==> config.mk <==
export PLATFORM = sky130hd
export DESIGN_NAME = signed_decimal_ascii_formatter
export DESIGN_NICKNAME = d
export VERILOG_FILES = /design/src/rtl/core/sdaf_pkg.sv /design/src/rtl/core/sdaf_dabble.sv /design/src/rtl/core/sdaf_lead.sv /design/src/rtl/core/sdaf_emit.sv /design/src/rtl/core/signed_decimal_ascii_formatter.sv
export SDC_FILE = /design/constraint.sdc
export NUM_CORES = 1
export LEC_CHECK = 0
export BUFFER_PORTS_ARGS = -buffer_cell sky130_fd_sc_hd__buf_2
export CAP_MARGIN = 20
export CORE_ASPECT_RATIO = 0.75
export CORE_MARGIN = 4
export CORE_UTILIZATION = 50
export CTS_CLUSTER_DIAMETER = 60
export CTS_CLUSTER_SIZE = 20
export DETAILED_ROUTE_END_ITERATION = 6
export PLACE_DENSITY = 0.66
export SKIP_CTS_REPAIR_TIMING = 1
export SLEW_MARGIN = 15
export SYNTH_ARGS = -nofsm -noshare
export SYNTH_HDL_FRONTEND = slang
export SYNTH_SLANG_ARGS = --single-unit
export TNS_END_PERCENT = 5
==> constraint.sdc <==
create_clock -name clk -period 14 [get_ports clk]
set_input_delay 2.8 -clock clk [delete_from_list [all_inputs] [get_ports clk]]
set_output_delay 2.8 -clock clk [all_outputs]
set_load 0.01 [all_outputs]
==> src/rtl/core/sdaf_pkg.sv <==
`timescale 1ns / 1ps
// sdaf_pkg: shared widths, character codes and control struct for the
// signed decimal ascii formatter; depends on nothing
package sdaf_pkg;

    localparam int VALUE_W            = 32;
    localparam int CHAR_W             = 6;
    localparam int DIGIT_W            = 4;
    localparam int DEFAULT_MAX_DIGITS = 10;

    // binary to bcd conversion is split into equal shift-add stages
    localparam int DABBLE_STAGES   = 4;
    localparam int STEPS_PER_STAGE = VALUE_W / DABBLE_STAGES;

    localparam logic [CHAR_W-1:0] CHR_ZERO  = CHAR_W'(48);
    localparam logic [CHAR_W-1:0] CHR_MINUS = CHAR_W'(45);
    localparam logic [DIGIT_W-1:0] DIGIT_ADJ_MIN = DIGIT_W'(5);
    localparam logic [DIGIT_W-1:0] DIGIT_ADJ     = DIGIT_W'(3);

    // control that travels beside the data through each pipeline stage
    typedef struct packed {
        logic valid;
        logic neg;
    } sdaf_ctl_t;

    // shift-add-3 correction for one bcd digit
    function automatic logic [DIGIT_W-1:0] add3(input logic [DIGIT_W-1:0] d);
        add3 = (d >= DIGIT_ADJ_MIN) ? d + DIGIT_ADJ : d;
    endfunction

endpackage

==> src/rtl/core/sdaf_dabble.sv <==
`timescale 1ns / 1ps
// sdaf_dabble: one registered stage of the shift-add-3 binary to bcd
// conversion; depends on sdaf_pkg
module sdaf_dabble #(
    parameter int DIGITS = sdaf_pkg::DEFAULT_MAX_DIGITS
) (
    input  logic                              clk,
    input  logic                              rst_n,
    input  logic                              adv,
    input  sdaf_pkg::sdaf_ctl_t               in_ctl,
    input  logic [sdaf_pkg::VALUE_W-1:0]      in_bin,
    input  logic [DIGITS*sdaf_pkg::DIGIT_W-1:0] in_bcd,
    output sdaf_pkg::sdaf_ctl_t               out_ctl,
    output logic [sdaf_pkg::VALUE_W-1:0]      out_bin,
    output logic [DIGITS*sdaf_pkg::DIGIT_W-1:0] out_bcd
);
    import sdaf_pkg::*;

    localparam int BCD_W = DIGITS * DIGIT_W;

    sdaf_ctl_t          ctl_reg;
    logic [VALUE_W-1:0] bin_reg, bin_next;
    logic [BCD_W-1:0]   bcd_reg, bcd_next;

    // a fixed number of correct-then-shift steps
    always_comb
    begin
        logic [VALUE_W-1:0] b;
        logic [BCD_W-1:0]   d;
        b = in_bin;
        d = in_bcd;
        for (int s = 0; s < STEPS_PER_STAGE; s++)
        begin
            for (int k = 0; k < DIGITS; k++)
            begin
                d[k*DIGIT_W +: DIGIT_W] = add3(d[k*DIGIT_W +: DIGIT_W]);
            end
            d = {d[BCD_W-2:0], b[VALUE_W-1]};
            b = {b[VALUE_W-2:0], 1'b0};
        end
        bin_next = b;
        bcd_next = d;
    end

    // stage register, moves only when the next stage can take it
    always_ff @(posedge clk or negedge rst_n)
    begin
        if (!rst_n)
        begin
            ctl_reg <= '0;
        end
        else if (adv)
        begin
            ctl_reg <= in_ctl;
        end
    end

    always_ff @(posedge clk)
    begin
        if (adv)
        begin
            bin_reg <= bin_next;
            bcd_reg <= bcd_next;
        end
    end

    assign out_ctl = ctl_reg;
    assign out_bin = bin_reg;
    assign out_bcd = bcd_reg;

endmodule

==> src/rtl/core/sdaf_lead.sv <==
`timescale 1ns / 1ps
// sdaf_lead: finds the most significant nonzero bcd digit and registers it
// with the digits; depends on sdaf_pkg
module sdaf_lead #(
    parameter int DIGITS = sdaf_pkg::DEFAULT_MAX_DIGITS,
    parameter int IDX_W  = $clog2(DIGITS)
) (
    input  logic                                clk,
    input  logic                                rst_n,
    input  logic                                adv,
    input  sdaf_pkg::sdaf_ctl_t                 in_ctl,
    input  logic [DIGITS*sdaf_pkg::DIGIT_W-1:0] in_bcd,
    output sdaf_pkg::sdaf_ctl_t                 out_ctl,
    output logic [DIGITS*sdaf_pkg::DIGIT_W-1:0] out_bcd,
    output logic [IDX_W-1:0]                    out_top
);
    import sdaf_pkg::*;

    localparam int BCD_W = DIGITS * DIGIT_W;

    sdaf_ctl_t        ctl_reg;
    logic [BCD_W-1:0] bcd_reg;
    logic [IDX_W-1:0] top_reg, top_next;

    // highest nonzero digit, zero prints as one digit
    always_comb
    begin
        top_next = '0;
        for (int k = 0; k < DIGITS; k++)
        begin
            if (in_bcd[k*DIGIT_W +: DIGIT_W] != '0)
            begin
                top_next = IDX_W'(k);
            end
        end
    end

    always_ff @(posedge clk or negedge rst_n)
    begin
        if (!rst_n)
        begin
            ctl_reg <= '0;
        end
        else if (adv)
        begin
            ctl_reg <= in_ctl;
        end
    end

    always_ff @(posedge clk)
    begin
        if (adv)
        begin
            bcd_reg <= in_bcd;
            top_reg <= top_next;
        end
    end

    assign out_ctl = ctl_reg;
    assign out_bcd = bcd_reg;
    assign out_top = top_reg;

endmodule

==> src/rtl/core/sdaf_emit.sv <==
`timescale 1ns / 1ps
// sdaf_emit: serializes sign and digits into one character beat per cycle
// through a registered output; depends on sdaf_pkg
module sdaf_emit #(
    parameter int DIGITS = sdaf_pkg::DEFAULT_MAX_DIGITS,
    parameter int IDX_W  = $clog2(DIGITS)
) (
    input  logic                                clk,
    input  logic                                rst_n,
    input  sdaf_pkg::sdaf_ctl_t                 in_ctl,
    input  logic [DIGITS*sdaf_pkg::DIGIT_W-1:0] in_bcd,
    input  logic [IDX_W-1:0]                    in_top,
    output logic                                free,
    output logic                                strobe,
    output logic [sdaf_pkg::CHAR_W-1:0]         character,
    output logic                                last
);
    import sdaf_pkg::*;

    localparam int BCD_W = DIGITS * DIGIT_W;

    logic              active_reg, active_next;
    logic              neg_pend_reg, neg_pend_next;
    logic [IDX_W-1:0]  idx_reg, idx_next;
    logic [BCD_W-1:0]  bcd_reg, bcd_next;
    logic              strobe_reg, strobe_next;
    logic [CHAR_W-1:0] char_reg, char_next;
    logic              last_reg, last_next;
    logic              load;

    // free when idle or sending the final digit this cycle
    assign free = !active_reg || (!neg_pend_reg && (idx_reg == '0));
    assign load = in_ctl.valid && free;

    // next character and sequencing
    always_comb
    begin
        active_next   = active_reg;
        neg_pend_next = neg_pend_reg;
        idx_next      = idx_reg;
        bcd_next      = bcd_reg;
        strobe_next   = 1'b0;
        char_next     = char_reg;
        last_next     = 1'b0;
        if (active_reg)
        begin
            strobe_next = 1'b1;
            if (neg_pend_reg)
            begin
                char_next     = CHR_MINUS;
                neg_pend_next = 1'b0;
            end
            else
            begin
                char_next = CHR_ZERO + CHAR_W'(bcd_reg[idx_reg*DIGIT_W +: DIGIT_W]);
                last_next = (idx_reg == '0);
                if (idx_reg == '0)
                begin
                    active_next = 1'b0;
                end
                else
                begin
                    idx_next = idx_reg - 1'b1;
                end
            end
        end
        if (load)
        begin
            active_next   = 1'b1;
            neg_pend_next = in_ctl.neg;
            idx_next      = in_top;
            bcd_next      = in_bcd;
        end
    end

    always_ff @(posedge clk or negedge rst_n)
    begin
        if (!rst_n)
        begin
            active_reg   <= 1'b0;
            neg_pend_reg <= 1'b0;
            strobe_reg   <= 1'b0;
        end
        else
        begin
            active_reg   <= active_next;
            neg_pend_reg <= neg_pend_next;
            strobe_reg   <= strobe_next;
        end
    end

    always_ff @(posedge clk)
    begin
        idx_reg  <= idx_next;
        bcd_reg  <= bcd_next;
        char_reg <= char_next;
        last_reg <= last_next;
    end

    assign strobe    = strobe_reg;
    assign character = char_reg;
    assign last      = last_reg;

`ifndef ASSERT_OFF
    // a new number is never loaded over one still being sent
    a_load_free: assert property (@(posedge clk) disable iff (!rst_n)
        load |-> (!active_reg || (!neg_pend_reg && idx_reg == '0)))
        else $error("emitter loaded while busy");

    // a minus sign only opens a number
    a_minus_first: assert property (@(posedge clk) disable iff (!rst_n)
        (strobe_reg && char_reg == CHR_MINUS) |-> !last_reg)
        else $error("minus sign flagged as last");

    // after the sign a digit always follows in the next cycle
    a_digit_after_minus: assert property (@(posedge clk) disable iff (!rst_n)
        (strobe_reg && char_reg == CHR_MINUS) |=> (strobe_reg && char_reg != CHR_MINUS))
        else $error("sign not followed by a digit");
`endif

endmodule

==> src/rtl/core/signed_decimal_ascii_formatter.sv <==
`timescale 1ns / 1ps
// signed_decimal_ascii_formatter: top level, entry register, bcd pipeline,
// leading digit stage and character emitter; depends on sdaf_pkg and submodules
//
// Usage:
//   A number is taken on value at a rising edge where start is high and busy
//   is low. Its decimal text leaves as character beats: strobe is high for
//   exactly one cycle per character, a minus sign first for negative values,
//   then the digits most significant first without leading zeros; last marks
//   the final character. The receiver cannot stall the output.
//   Path to the ports: the accept edge loads the entry register; the number
//   then passes four shift-add-3 stages, the leading digit stage, the
//   emitter load and the output register before its first character shows.
//   Throughput: the emitter sends one character per cycle; a number is
//   (digits + 1 if negative) characters long, 1 to 11 at 32 bits;
//   numbers queue in the six pipeline stages behind it and busy rises when
//   the entry register cannot move on.
//   Reset clears all valid bits and the output strobe; nothing else is kept.
module signed_decimal_ascii_formatter #(
    parameter int MAX_DIGITS = sdaf_pkg::DEFAULT_MAX_DIGITS
) (
    input  logic                               clk,
    input  logic                               rst_n,
    input  logic                               start,
    output logic                               busy,
    input  logic signed [sdaf_pkg::VALUE_W-1:0] value,
    output logic                               strobe,
    output logic [sdaf_pkg::CHAR_W-1:0]        character,
    output logic                               last
);
    import sdaf_pkg::*;

    localparam int BCD_W = MAX_DIGITS * DIGIT_W;
    localparam int IDX_W = $clog2(MAX_DIGITS);

    sdaf_ctl_t          s0_ctl_reg, s0_ctl_next;
    logic [VALUE_W-1:0] s0_mag_reg, s0_mag_next;
    logic               accept;

    sdaf_ctl_t          dab_ctl [DABBLE_STAGES+1];
    logic [VALUE_W-1:0] dab_bin [DABBLE_STAGES+1];
    logic [BCD_W-1:0]   dab_bcd [DABBLE_STAGES+1];
    logic               dab_adv [DABBLE_STAGES];

    sdaf_ctl_t          lead_ctl;
    logic [BCD_W-1:0]   lead_bcd;
    logic [IDX_W-1:0]   lead_top;
    logic               lead_adv;
    logic               emit_free;
    logic               s0_adv;

    // stall chain: a stage moves when empty or when the next one moves
    assign lead_adv = !lead_ctl.valid || emit_free;
    always_comb
    begin
        dab_adv[DABBLE_STAGES-1] = !dab_ctl[DABBLE_STAGES].valid || lead_adv;
        for (int k = DABBLE_STAGES - 2; k >= 0; k--)
        begin
            dab_adv[k] = !dab_ctl[k+1].valid || dab_adv[k+1];
        end
    end
    assign s0_adv = !s0_ctl_reg.valid || dab_adv[0];
    assign busy   = !s0_adv;
    assign accept = start && !busy;

    // entry register: sign and unsigned magnitude
    always_comb
    begin
        s0_ctl_next.valid = accept;
        s0_ctl_next.neg   = value[VALUE_W-1];
        s0_mag_next       = value[VALUE_W-1] ? (~value + 1'b1) : value;
    end

    always_ff @(posedge clk or negedge rst_n)
    begin
        if (!rst_n)
        begin
            s0_ctl_reg <= '0;
        end
        else if (s0_adv)
        begin
            s0_ctl_reg <= s0_ctl_next;
        end
    end

    always_ff @(posedge clk)
    begin
        if (s0_adv && accept)
        begin
            s0_mag_reg <= s0_mag_next;
        end
    end

    assign dab_ctl[0] = s0_ctl_reg;
    assign dab_bin[0] = s0_mag_reg;
    assign dab_bcd[0] = '0;

    // binary to bcd pipeline
    for (genvar g = 0; g < DABBLE_STAGES; g++)
    begin : g_dabble
        sdaf_dabble #(
            .DIGITS (MAX_DIGITS)
        ) u_dabble (
            .clk     (clk),
            .rst_n   (rst_n),
            .adv     (dab_adv[g]),
            .in_ctl  (dab_ctl[g]),
            .in_bin  (dab_bin[g]),
            .in_bcd  (dab_bcd[g]),
            .out_ctl (dab_ctl[g+1]),
            .out_bin (dab_bin[g+1]),
            .out_bcd (dab_bcd[g+1])
        );
    end

    // leading digit search
    sdaf_lead #(
        .DIGITS (MAX_DIGITS),
        .IDX_W  (IDX_W)
    ) u_lead (
        .clk     (clk),
        .rst_n   (rst_n),
        .adv     (lead_adv),
        .in_ctl  (dab_ctl[DABBLE_STAGES]),
        .in_bcd  (dab_bcd[DABBLE_STAGES]),
        .out_ctl (lead_ctl),
        .out_bcd (lead_bcd),
        .out_top (lead_top)
    );

    // character emitter
    sdaf_emit #(
        .DIGITS (MAX_DIGITS),
        .IDX_W  (IDX_W)
    ) u_emit (
        .clk       (clk),
        .rst_n     (rst_n),
        .in_ctl    (lead_ctl),
        .in_bcd    (lead_bcd),
        .in_top    (lead_top),
        .free      (emit_free),
        .strobe    (strobe),
        .character (character),
        .last      (last)
    );

`ifndef ASSERT_OFF
    // an accepted number occupies the entry register next cycle
    a_accept_lands: assert property (@(posedge clk) disable iff (!rst_n)
        accept |=> s0_ctl_reg.valid)
        else $error("accepted number lost at entry");

    // busy only when the entry register holds a stalled number
    a_busy_cause: assert property (@(posedge clk) disable iff (!rst_n)
        busy |-> (s0_ctl_reg.valid && dab_ctl[1].valid))
        else $error("busy without a stalled entry");

    // a stalled entry keeps its magnitude
    a_entry_hold: assert property (@(posedge clk) disable iff (!rst_n)
        busy |=> $stable(s0_mag_reg))
        else $error("stalled entry changed");
`endif

endmodule
==> impl_results.html <==
<table>
<tr><th>Metric</th><th>Value</th></tr>
<tr><th colspan="2">Synthesis</th></tr>
<tr><td>Primary flip-flop cell chosen by synthesis mapping</td><td>sky130_fd_sc_hd__edfxtp_1</td></tr>
<tr><td>Largest cells by area after synthesis</td><td>sky130_fd_sc_hd__edfxtp_1, sky130_fd_sc_hd__ha_1, sky130_fd_sc_hd__a21oi_1</td></tr>
<tr><td>Gate Count Post-Synth</td><td>3370</td></tr>
<tr><td>Area share of the largest cell type after synthesis</td><td>27.94%</td></tr>
<tr><td>Synthesized net count</td><td>3548</td></tr>
<tr><td>Synth unique cells</td><td>148</td></tr>
<tr><td>Warnings, synthesis</td><td>0</td></tr>
<tr><td>Share of flip-flops with an asynchronous set or reset after synthesis</td><td>5.155%</td></tr>
<tr><td>Number of enable-type register cells in the synthesized netlist</td><td>275</td></tr>
<tr><td>Mean area per synthesized cell</td><td>8.770 um2</td></tr>
<tr><td>Syn Std Cell Area</td><td>29560 um2</td></tr>
<tr><td>Area leader, netlist</td><td>sky130_fd_sc_hd__edfxtp_1</td></tr>
<tr><td>Number of flip-flops and latches in the synthesized netlist</td><td>291</td></tr>
<tr><td>Share of the yosys chip area belonging to registers</td><td>29.28%</td></tr>
<tr><th colspan="2">Critical path</th></tr>
<tr><td>Endpoint type of the worst setup path</td><td>register</td></tr>
<tr><td>Reg2Reg Setup Slack</td><td>6.26 ns</td></tr>
<tr><td>Number of cells on the worst reg-to-reg path</td><td>32</td></tr>
<tr><td>Start-to-end type of the worst setup path</td><td>reg -&gt; reg</td></tr>
<tr><td>Endpoint required time on the critical path</td><td>14.41 ns</td></tr>
<tr><td>Crit Path Max Fanout</td><td>11</td></tr>
<tr><td>Category of the worst setup path launch point</td><td>register</td></tr>
<tr><td>Data arrival time of the critical path</td><td>8.15 ns</td></tr>
<tr><td>Crit-path max cell delay</td><td>0.64 ns</td></tr>
<tr><td>Slowest stage cell on the critical path</td><td>sky130_fd_sc_hd__o32ai_2</td></tr>
<tr><td>Cell mode on critical path</td><td>sky130_fd_sc_hd__ha_1</td></tr>
<tr><th colspan="2">Die</th></tr>
<tr><td>Overall die area</td><td>63110 um2</td></tr>
<tr><td>Floorplan row count</td><td>76</td></tr>
<tr><td>Height of the chip</td><td>218.6 um</td></tr>
<tr><td>Initial standard-cell utilization of the core</td><td>50.95%</td></tr>
<tr><td>Number of I/O pins</td><td>44</td></tr>
<tr><td>Die outline width</td><td>288.7 um</td></tr>
<tr><td>Placeable Area</td><td>58010 um2</td></tr>
<tr><th colspan="2">Clock network</th></tr>
<tr><td>CTS Buf Count</td><td>25</td></tr>
<tr><td>Insertion delay to the later sink of the worst-skew pair</td><td>0.56 ns</td></tr>
<tr><td>Root buffer cell</td><td>sky130_fd_sc_hd__clkbuf_16</td></tr>
<tr><td>TritonCTS sink count</td><td>291</td></tr>
<tr><td>Clock-pin slew of the registers on the worst-case setup and hold paths</td><td>0.08 ns</td></tr>
<tr><td>TritonCTS clock tree</td><td>built</td></tr>
<tr><td>Number of buffers between clock root and the deepest sink</td><td>3</td></tr>
<tr><td># H-tree levels</td><td>1</td></tr>
<tr><th colspan="2">Cells and area</th></tr>
<tr><td>Final core utilization</td><td>53.97%</td></tr>
<tr><td>Number of nets at the end of the flow</td><td>3526</td></tr>
<tr><td>Antenna Cells</td><td>0</td></tr>
<tr><td>Most common library cell in the layout ignoring fill and taps</td><td>sky130_fd_sc_hd__edfxtp_1</td></tr>
<tr><td>Final design instance area without fill</td><td>31300 um2</td></tr>
<tr><td>Synth-to-layout area growth</td><td>5.914%</td></tr>
<tr><td>Multi-input combinational cell area</td><td>19660 um2</td></tr>
<tr><td>Flip-flop count of the largest register, all copies and words added</td><td>102</td></tr>
<tr><td>Reg area</td><td>8653 um2</td></tr>
<tr><td>Proportion of layout cells with a drive suffix above 1</td><td>11.03%</td></tr>
<tr><td>Most frequent cells in the layout</td><td>sky130_fd_sc_hd__edfxtp_1, sky130_fd_sc_hd__nand2_1, sky130_fd_sc_hd__nor2_1, sky130_fd_sc_hd__a21oi_1, sky130_fd_sc_hd__inv_1</td></tr>
<tr><td># fillers</td><td>5157</td></tr>
<tr><th colspan="2">Drt</th></tr>
<tr><td>Detailed-route DRC error count</td><td>0</td></tr>
<tr><td>Average wire length per cell after detail routing</td><td>15.13 um</td></tr>
<tr><td>Number of nets still failing antenna checks after routing</td><td>0</td></tr>
<tr><td>1st-pass router iterations</td><td>6</td></tr>
<tr><td>Via Count</td><td>25520</td></tr>
<tr><td>Iter 0 DRT Violations</td><td>2063</td></tr>
<tr><td>WL final</td><td>62690 um</td></tr>
<tr><td>Detailed-route vias per instance</td><td>6.159</td></tr>
<tr><th colspan="2">Run status</th></tr>
<tr><td>Status</td><td>completed</td></tr>
<tr><th colspan="2">Timing</th></tr>
<tr><td>Count of final hold-check violations</td><td>0</td></tr>
<tr><td>Final setup violating endpoints</td><td>0</td></tr>
<tr><td>Worst slew margin relative to its limit</td><td>32.02%</td></tr>
<tr><td>Post-route fraction of the period consumed by the critical path</td><td>55.26%</td></tr>
<tr><td>Worst Skew</td><td>0.02068 ns</td></tr>
<tr><td>Unrepaired setup endpoints after global routing</td><td>false</td></tr>
<tr><td>Clock period minus worst slack</td><td>7.737 ns</td></tr>
<tr><td>Final slew viol count</td><td>0</td></tr>
<tr><td>Worst Max-Slew Pin Slew</td><td>0.9939 ns</td></tr>
<tr><td>Total negative setup slack</td><td>0 ns</td></tr>
<tr><td>Highest achievable clock rate</td><td>129.3 MHz</td></tr>
<tr><th colspan="2">Job</th></tr>
<tr><td>Max cap viols</td><td>0</td></tr>
<tr><th colspan="2">Min path</th></tr>
<tr><td>Min-delay worst type</td><td>reg -&gt; reg</td></tr>
<tr><td>Worst hold path depth</td><td>0</td></tr>
<tr><th colspan="2">Global route</th></tr>
<tr><td>Combined global-route utilization of all metal layers</td><td>19.00%</td></tr>
<tr><td>Via count of the first global-routing pass</td><td>23180</td></tr>
<tr><td>Global-route wire length before repair</td><td>106000 um</td></tr>
<tr><td>Total congestion overflow after global routing</td><td>0</td></tr>
<tr><td>Number of antenna violations at the first check in global routing</td><td>0</td></tr>
<tr><td>Largest net degree at the start of global routing</td><td>44</td></tr>
<tr><th colspan="2">Placed design</th></tr>
<tr><td>Half-perimeter wire length after placement</td><td>47760 um</td></tr>
<tr><td>Placed Area</td><td>30390 um2</td></tr>
<tr><td>Number of buffer cells added on primary ports</td><td>42</td></tr>
<tr><td>Placer's final routability congestion estimate</td><td>0.8444</td></tr>
</table>
-- per-stage QoR --
stage | std cells | hold WS, ns | worst slack (ns)
after global placement | 4099 | 0.4013 | 6.391
final | 4144 | 0.4212 | 6.263
after detailed placement | 4099 | 0.4045 | 5.986
after global routing | 4144 | 0.4270 | 5.759
after CTS | 4142 | 0.4212 | 5.957
after floorplan | 3370 | 0.4003 | 7.069
-- final timing paths --
| kind | end | startpoint |
|---|---|---|
| setup reg to reg | g_dabble[3].u_dabble.out_bcd[19] | g_dabble[2].u_dabble.out_bcd[12] |
| min in group asynchronous | u_lead.out_ctl[0] | rst_n |
| max in group asynchronous | g_dabble[0].u_dabble.out_ctl[1] | rst_n |
| hold / removal | u_emit.bcd_reg[17] | u_lead.out_bcd[17] |
| hold reg to reg | u_emit.bcd_reg[17] | u_lead.out_bcd[17] |
| setup / recovery | g_dabble[3].u_dabble.out_bcd[19] | g_dabble[2].u_dabble.out_bcd[12] |
-- final cells by class --
cell class / count / share of cell area (%)
Clock buffer: 29 / 2.046
Clock inverter: 14 / 0.7994
Inverter: 211 / 2.530
Multi-Input combinational cell: 2760 / 62.79
Sequential cell: 291 / 27.64
Tap cell: 780 / 3.118
Timing Repair Buffer: 59 / 1.071
-- logic make-up after synthesis --
logic type                 count (synthesis)  share of synthesized area [%]
muxes                                    175                          6.883
buffers and inverters                    319                          4.250
xor gates and xnor gates                 149                          4.898
AOI/OAI and AO/OA                       1215                          30.14
DFF                                      291                          29.28
adders and majority gates                153                          6.397
other                                      1                        0.01269
and+or+nand+nor                         1067                          18.14
-- cells in the mapped netlist, types with 26 or more instances --
library cell / number
sky130_fd_sc_hd__a21oi_1: 233
sky130_fd_sc_hd__nor2_1: 258
sky130_fd_sc_hd__nand3_1: 71
sky130_fd_sc_hd__inv_1: 195
sky130_fd_sc_hd__mux2_2: 52
sky130_fd_sc_hd__nand2b_1: 81
sky130_fd_sc_hd__o21ai_0: 188
sky130_fd_sc_hd__a21o_1: 58
sky130_fd_sc_hd__a211oi_1: 55
sky130_fd_sc_hd__o22ai_1: 41
sky130_fd_sc_hd__mux2i_1: 99
sky130_fd_sc_hd__ha_1: 143
sky130_fd_sc_hd__o31ai_1: 30
sky130_fd_sc_hd__clkbuf_1: 77
sky130_fd_sc_hd__nand2_1: 272
sky130_fd_sc_hd__o21ai_1: 42
sky130_fd_sc_hd__nor3_1: 91
sky130_fd_sc_hd__o211ai_1: 59
sky130_fd_sc_hd__nor2b_1: 33
sky130_fd_sc_hd__or2_2: 28
sky130_fd_sc_hd__xnor2_1: 105
sky130_fd_sc_hd__or3_1: 31
sky130_fd_sc_hd__and2_1: 43
sky130_fd_sc_hd__a31oi_1: 40
sky130_fd_sc_hd__edfxtp_1: 275
sky130_fd_sc_hd__xor2_1: 29
sky130_fd_sc_hd__o21a_1: 40
sky130_fd_sc_hd__a21boi_0: 26
-- worst max-delay path: cells and delay by family (launching register included) --
kind | cells | cell delay [ns]
fa+ha+maj | 7 | 1.77
compound gates | 11 | 2.45
mux | 1 | 0.31
buf+inv | 5 | 0.39
flops | 1 | 0.44
simple gates | 8 | 2.23
-- per-layer routing --
| metal | global-route usage [%] | vias to the layer above | part of all wire, % |
|---|---|---|---|
| li1 | - | 12890 | - |
| met1 | 27.31 | 12060 | 49 |
| met2 | 31.39 | 502 | 45 |
| met4 | 3.473 | 0 | 1.4 |
| met5 | 0 | - | 0 |
| met3 | 1.950 | 70 | 3.8 |
Power is left out: the tool's default activity adds up to more than one toggle a clock period on the data nets, which glitch-free logic cannot reach.
